==> config.mk <==
export PLATFORM = sky130hd
export DESIGN_NAME = acm_div
export DESIGN_NICKNAME = d
export VERILOG_FILES = /design/src/rtl/core/argmax_cost_matrix_mean_core_macros.svh /design/src/rtl/core/acm_pkg.sv /design/src/rtl/core/acm_div.sv
export SDC_FILE = /design/constraint.sdc
export NUM_CORES = 1
export LEC_CHECK = 0
export ABC_CLOCK_PERIOD_IN_PS = 8300
export BUFFER_PORTS_ARGS = -buffer_cell sky130_fd_sc_hd__buf_2
export CORE_MARGIN = 5
export CORE_UTILIZATION = 30
export DETAILED_ROUTE_END_ITERATION = 16
export PLACE_DENSITY = 0.55
export SYNTH_ARGS = -nofsm -noshare
export SYNTH_HDL_FRONTEND = slang
export SYNTH_SLANG_ARGS = --single-unit
==> constraint.sdc <==
create_clock -name clock -period 8.3 [get_ports clock]
set_clock_uncertainty 0.05 [all_clocks]
set_input_delay 1.245 -clock clock [delete_from_list [all_inputs] [get_ports clock]]
set_output_delay 1.245 -clock clock [all_outputs]
set_load 0.01 [all_outputs]
==> src/rtl/core/argmax_cost_matrix_mean_core_macros.svh <==
// ----------------------------------------------------------------------------
// Assertion macros for the cost-weighted top-1 error core
// Immediate-implication and next-cycle-implication property wrappers.
// ----------------------------------------------------------------------------
`ifndef ARGMAX_COST_MATRIX_MEAN_CORE_MACROS_SVH
`define ARGMAX_COST_MATRIX_MEAN_CORE_MACROS_SVH

// Same-cycle implication, disabled during reset.
`define ACM_ASSERT_SAME(label, clk, rst, ante, cons, msg) \
   label: assert property (@(posedge clk) disable iff (rst) (ante) |-> (cons)) \
      else $error(msg);

// Next-cycle implication, disabled during reset.
`define ACM_ASSERT_NEXT(label, clk, rst, ante, cons, msg) \
   label: assert property (@(posedge clk) disable iff (rst) (ante) |=> (cons)) \
      else $error(msg);

`endif

==> src/rtl/core/acm_pkg.sv <==
// ----------------------------------------------------------------------------
// acm_pkg
// Shared types and fixed field widths of the cost-weighted top-1 error core.
// ----------------------------------------------------------------------------
`default_nettype none

package acm_pkg;

   localparam int COST_W     = 16;  // Q8.8 table cost and mean
   localparam int SCORE_W    = 32;  // Q16.16 class score
   localparam int IDX_W      = 4;   // row, col and label fields
   localparam int CLS_CFG_W  = 5;   // class-count register
   localparam int CNT_PORT_W = 17;  // position_count field

   localparam logic                 REQ_TABLE   = 1'b0;
   localparam logic                 REQ_SCORE   = 1'b1;
   localparam logic [CLS_CFG_W-1:0] CLS_CFG_RST = 5'd16;

   // divider handshake status
   typedef struct packed {
      logic busy;
      logic done;
   } div_status_type;

endpackage

`default_nettype wire

==> src/rtl/core/acm_div.sv <==
// ----------------------------------------------------------------------------
// acm_div
// Radix-2 restoring divider: signed sum by unsigned count, truncated to zero.
// ----------------------------------------------------------------------------
`default_nettype none

module acm_div
   import acm_pkg::*;
#(
   parameter int SUM_W = 33,
   parameter int CNT_W = 17
) (
   input  wire logic              clock,
   input  wire logic              reset,
   input  wire logic              start,
   input  wire logic [SUM_W-1:0]  dividend,
   input  wire logic [CNT_W-1:0]  divisor,
   output div_status_type         status,
   output logic      [COST_W-1:0] quotient
);

   localparam int ITER_W = $clog2(SUM_W + 1);

   typedef enum logic [1:0] {ST_IDLE, ST_BUSY, ST_DONE} state_type;

   state_type         state_ff;
   logic [ITER_W-1:0] iter_ff;
   logic [SUM_W-1:0]  quo_ff;
   logic [CNT_W-1:0]  rem_ff;
   logic [CNT_W-1:0]  dvs_ff;
   logic              neg_ff;

   logic [CNT_W:0]    trial;
   logic              fits;
   logic [CNT_W:0]    diff;
   logic [COST_W-1:0] mag;

   // one quotient bit per cycle
   always_comb begin
      trial = {rem_ff, quo_ff[SUM_W-1]};
      fits  = trial >= {1'b0, dvs_ff};
      diff  = trial - {1'b0, dvs_ff};
   end

   always_ff @(posedge clock) begin
      if (reset) begin
         state_ff <= ST_IDLE;
         iter_ff  <= '0;
      end else begin
         unique case (state_ff)
            ST_IDLE, ST_DONE: begin
               if (start) begin
                  state_ff <= ST_BUSY;
                  iter_ff  <= ITER_W'(SUM_W);
                  neg_ff   <= dividend[SUM_W-1];
                  quo_ff   <= dividend[SUM_W-1] ? (~dividend + 1'b1) : dividend;
                  rem_ff   <= '0;
                  dvs_ff   <= divisor;
               end
            end
            ST_BUSY: begin
               quo_ff  <= {quo_ff[SUM_W-2:0], fits};
               rem_ff  <= fits ? diff[CNT_W-1:0] : trial[CNT_W-1:0];
               iter_ff <= iter_ff - 1'b1;
               if (iter_ff == ITER_W'(1)) begin
                  state_ff <= ST_DONE;
               end
            end
            default: begin
               state_ff <= ST_IDLE;
            end
         endcase
      end
   end

   assign mag         = quo_ff[COST_W-1:0];
   assign status.busy = (state_ff == ST_BUSY);
   assign status.done = (state_ff == ST_DONE);
   // empty batch gives zero
   assign quotient    = (dvs_ff == '0) ? '0 : (neg_ff ? (~mag + 1'b1) : mag);

endmodule

`default_nettype wire

[Word level (Yosys, flattened, before mapping)]
Cells that the tools add are included.
Word-level totals
  output and inout bits: 18
  word-level logic and storage cells: 40
  register bits after elaboration: 76
  bits of input ports: 53
Cells by class
  equality and inequality tests: 5
  order comparisons: 1
  bitwise gates (word level): 3
  reduce and logical (&&, ||, !) cells: 8
  muxes and demuxes: 13
  add/sub/neg operators: 4
Operators by type and width (number)
  $mux W33: 2
  $pmux W33 S2: 1
  $mux W17: 2
  $pmux W17 S2: 1
  $add A33 B1 Y33 const B: 1
  $not A33 Y33: 1
  $mux W16: 2
  $ge A18 B17 Y1: 1
  $logic_not A17 Y1: 1
  $sub A17 B17 Y17: 1
  $add A16 B1 Y16 const B: 1
  $not A16 Y16: 1
  $pmux W6 S2: 1
  $eq A6 B1 Y1 const B: 1
  $mux W6: 1
  $reduce_and A3 Y1: 2
  $sub A6 B1 Y6 const B: 1
  $mux W2: 2
  $pmux W2 S2: 1
  $reduce_and A2 Y1: 2
  $eq A2 B1 Y1 const B: 1
  $eq A2 B2 Y1 const B: 1
  $logic_not A2 Y1: 1
  $ne A2 B1 Y1 const B: 1
  4 further kinds: 4

[Logic depth before layout (Yosys ltp)]
  word-level depth: 5
  depth in mapped cells: 11
  gate-level depth less buffers: 10

[Worst setup path after synthesis]
No wires, ideal clock.
  kind: input-to-reg
  start: input start
  end: register quo_ff[0] (enable)
  library setup time: 458 ps
  slack: 4211 ps
  data required time: 7792 ps
  cell stages on the path: 3
  arrival time: 3581 ps
  buffers on the path: 0
  path through: nor2b_1 > nor2_1 > nor2_1
On the way
  longest elaborated chain between the ends: 2
Ends and longest elaborated chain
  from (decl): line acm_div.sv:15  | input wire logic start,
  $ne A2 B2 Y1 (no line)
  $reduce_and A3 Y1 (no line)
  to (signal assigned): line acm_div.sv:56  | quo_ff <= dividend[SUM_W-1] ? (~dividend + 1'b1) : dividend;
  to (signal assigned): line acm_div.sv:62  | quo_ff <= {quo_ff[SUM_W-2:0], fits};
  to (decl): line acm_div.sv:28  | logic [SUM_W-1:0] quo_ff;
No other way between the ends.
A chain may end at the register's enable or synchronous reset.

[Worst setup path in the final report]
  start: register quo_ff[3]
  end: output quotient[13]
On the way
  longest elaborated chain between the ends: 4
Ends and longest elaborated chain
  $not A16 Y16: line acm_div.sv:80  | assign quotient = (dvs_ff == '0) ? '0 : (neg_ff ? (~mag + 1'b1) : mag);
  $add A16 B1 Y16: line acm_div.sv:80
  $mux W16 (2 in a row): line acm_div.sv:80
  to (decl): line acm_div.sv:19  | output logic [COST_W-1:0] quotient
No other way between the ends.

==> impl_metrics.json <==
{
  "outcome": "finished clean",
  "cts_hold_buffers": 0,
  "clock-sinks": 76,
  "max_cap_violations": 0,
  "vdd_ir_drop_max_uv": 84.16,
  "grt_first_pass_wirelength_um": 20050,
  "num_antenna_cells": 0,
  "worst-slew-pin-transition_ps": 970.2,
  "path_delay_family": "simple AND/OR/NAND/NOR gates",
  "rsz0062_at_grt": "no",
  "period_needed_ps": 3780,
  "first_global_vias": 4096,
  "synth_ff_type": "edfxtp_1",
  "r2r-start": "quo_ff[32]$_DFFE_PP_",
  "drc": 0,
  "m1WireLength_um": 5671,
  "wirelength_um": 12260,
  "synth.avg_cell_area_um2": 9.302,
  "ys_seq_area_frac": 0.4450,
  "total_power_uw": 1156,
  "r2r_slack_ps": 4770,
  "max_stage_delay_ps": 470,
  "postCtsSetupBuffers": 0,
  "endpoint_kind": "primary output",
  "synth_area_um2": 4948,
  "yosysMostFrequentCell": "nand2_1",
  "track_usage": 0.1281,
  "grt-ovfl-total": 0,
  "cts_root_buffer": "clkbuf_16",
  "hold_class": "flop to flop",
  "min_period_over_period": 0.4554,
  "grt_max_degree": 61,
  "synth_cells": 532,
  "cp.depth": 7,
  "drtIter0Drc": 293,
  "fmax_mhz": 264.6,
  "grt_antenna_before_repair": 0,
  "setup_tns_ps": 0,
  "drive_gt1_frac": 0.1672,
  "synth_edf_count": 68,
  "portBuffers": 70,
  "rows": 47,
  "vias_per_cell": 5.057,
  "die-area_um2": 19160,
  "nets": 674,
  "hold_violations": 0,
  "required_ps": 7010,
  "async_flop_share": 0,
  "cpMaxStageDelayCell": "edfxtp_1",
  "rr_endpoint": "rem_ff[4]$_SDFFCE_PN0P_",
  "gp_congestion": 0.8683,
  "worstSetupEndpoint": "quotient[13]",
  "startpoint": "quo_ff[3]$_DFFE_PP_",
  "synthTopCellsByCount": "nand2_1, edfxtp_1, xor2_1, o21ai_0, nor2_1",
  "first_pass_iters": 5,
  "clk_latency_ps": 340,
  "start_util": 0.3016,
  "power_density_nw_per_um2": 197.8,
  "die_w_um": 138.4,
  "wl_met3_um": 631,
  "r2r_cells": 10,
  "leakage_uw": 0.002307,
  "cp_max_fo": 4,
  "max-slew-margin-rel": 0.3532,
  "fillers": 1710,
  "vias": 4167,
  "path_class": "flop to primary output",
  "coreArea_um2": 16410,
  "cp_cell_sequence": "or3_1 -> nor3_1 -> nand3_1 -> o41ai_1 -> xor2_1 -> nor2_1 -> buf_2",
  "chipHeight_um": 138.4,
  "startpoint_type": "flop",
  "cp.arrival_ps": 2480,
  "synthToLayoutAreaGrowth_pct": 18.13,
  "dp_hpwl_um": 9192,
  "synth_area_leader_cell": "edfxtp_1",
  "wl_per_cell_um": 14.88,
  "htreeDepth": 3,
  "ctsLongestPathBuffers": 2,
  "synth.distinct_cells": 50,
  "cts.clk_slew.worst_paths_ps": 60,
  "ys_warn_count": 0,
  "worst-path-buf-inv": 1,
  "yosysTopAreaCellShare": 0.4126,
  "cts_tree": "built",
  "ys_ff_latch": 76,
  "drv_slew": 0,
  "syn-num-nets": 607,
  "ioPinCount": 71,
  "cts-buffers-inserted": 9,
  "met2_length_um": 5790,
  "cts_resized": 0,
  "maxUsedRoutingLayer": "met4",
  "ys_top_cells_by_area": "edfxtp_1, xor2_1, nand2_1",
  "ant_nets": 0,
  "final-setup-viol-count": 0
}
-- layout by cell type, fill, tap and decap left out, types with 3 or more instances in the layout --
cell type | Yosys | final
ha_1 | 21 | 21
buf_4 | 0 | 5
a31oi_1 | 3 | 3
a21oi_1 | 30 | 30
edfxtp_1 | 68 | 68
nor2b_1 | 5 | 5
or2_2 | 5 | 5
xor2_1 | 48 | 48
o21ai_0 | 47 | 47
nand3_1 | 13 | 13
and3_1 | 3 | 3
or4_1 | 5 | 5
or3_1 | 8 | 8
nand2b_1 | 6 | 6
mux2i_1 | 5 | 5
nand2_1 | 72 | 72
buf_2 | 2 | 70
dfxtp_1 | 8 | 8
o41ai_1 | 6 | 6
a211oi_1 | 7 | 7
nor2_1 | 44 | 43
inv_1 | 27 | 26
nand3b_1 | 3 | 3
clkbuf_16 | 0 | 9
nor3_1 | 5 | 5
o31ai_1 | 17 | 17
nand4_1 | 4 | 4
nor4_1 | 8 | 7
xnor2_1 | 7 | 7
a21o_1 | 10 | 10
o21ai_1 | 4 | 4
-- power by group --
group | leakage, µW | internal [µW] | switching, µW
combinational | 0.00145 | 105 | 166
sequential | 0.000710 | 469 | 26.8
clock | 0.000144 | 235 | 156
-- flip-flops by register name, summed over array words and instances (netlist names) --
register	count
quo_ff	33
iter_ff	6
neg_ff	1
state_ff	2
rem_ff	17
dvs_ff	17
-- worst register-to-register path, delay by kind of cell (launching register included) --
family,cells,cell delay [ps]
compound gates,5,2080
fa+ha+maj,2,560
buf+inv,2,130
flops,1,400
simple gates,1,180
-- routing by layer --
layer / vias up / track usage
met5: - / 0
met4: 0 / 0.04420
met3: 10 / 0.03177
met2: 104 / 0.2117
met1: 1983 / 0.1641
li1: 2070 / -
-- stage by stage --
stage          area, µm²    util  setup slack (ps)  std cells  hold slack [ps]
6_report            5846  0.3563              4520        824            434.2
5_1_grt             5846  0.3563              4377        824            478.5
4_1_cts             5846  0.3563              4490        824            435.0
3_5_place_dp        5552  0.3384              4529        808            424.9
3_3_place_gp        5552  0.3384              4735        808            417.2
2_1_floorplan       4949       -              4211        532            393.4
-- worst min-delay path by stage --
| stage | cells after the start | endpoint | slack (ps) | start |
|---|---|---|---|---|
| floorplan | 1 | iter_ff[5]$_SDFFE_PP0P_ | 390 | iter_ff[5]$_SDFFE_PP0P_ |
| global placement | 1 | iter_ff[5]$_SDFFE_PP0P_ | 420 | iter_ff[5]$_SDFFE_PP0P_ |
| detailed placement | 1 | iter_ff[5]$_SDFFE_PP0P_ | 420 | iter_ff[5]$_SDFFE_PP0P_ |
| CTS | 1 | iter_ff[5]$_SDFFE_PP0P_ | 430 | iter_ff[5]$_SDFFE_PP0P_ |
| global route | 1 | iter_ff[5]$_SDFFE_PP0P_ | 480 | iter_ff[5]$_SDFFE_PP0P_ |
| finish | 1 | iter_ff[5]$_SDFFE_PP0P_ | 430 | iter_ff[5]$_SDFFE_PP0P_ |
-- area by class of cell --
cell class	instances	area, µm²	share of cell area
clock buffer	11	232.7	0.03981
tap	220	275.3	0.04709
clock inverter	5	61.31	0.01049
sequential	76	2202	0.3767
inverter	27	101.3	0.01734
multi-input combinational	410	2585	0.4422
timing repair buffer	75	387.9	0.06635
-- logic make-up after synthesis --
kind of cell,share of synthesized area
flops,0.4450
fa+ha+maj,0.05714
simple gates,0.1788
xor+xnor,0.09734
buf+inv,0.03540
mux,0.01239
compound gates,0.1740
No activity file was read; power rests on OpenSTA's default activity.
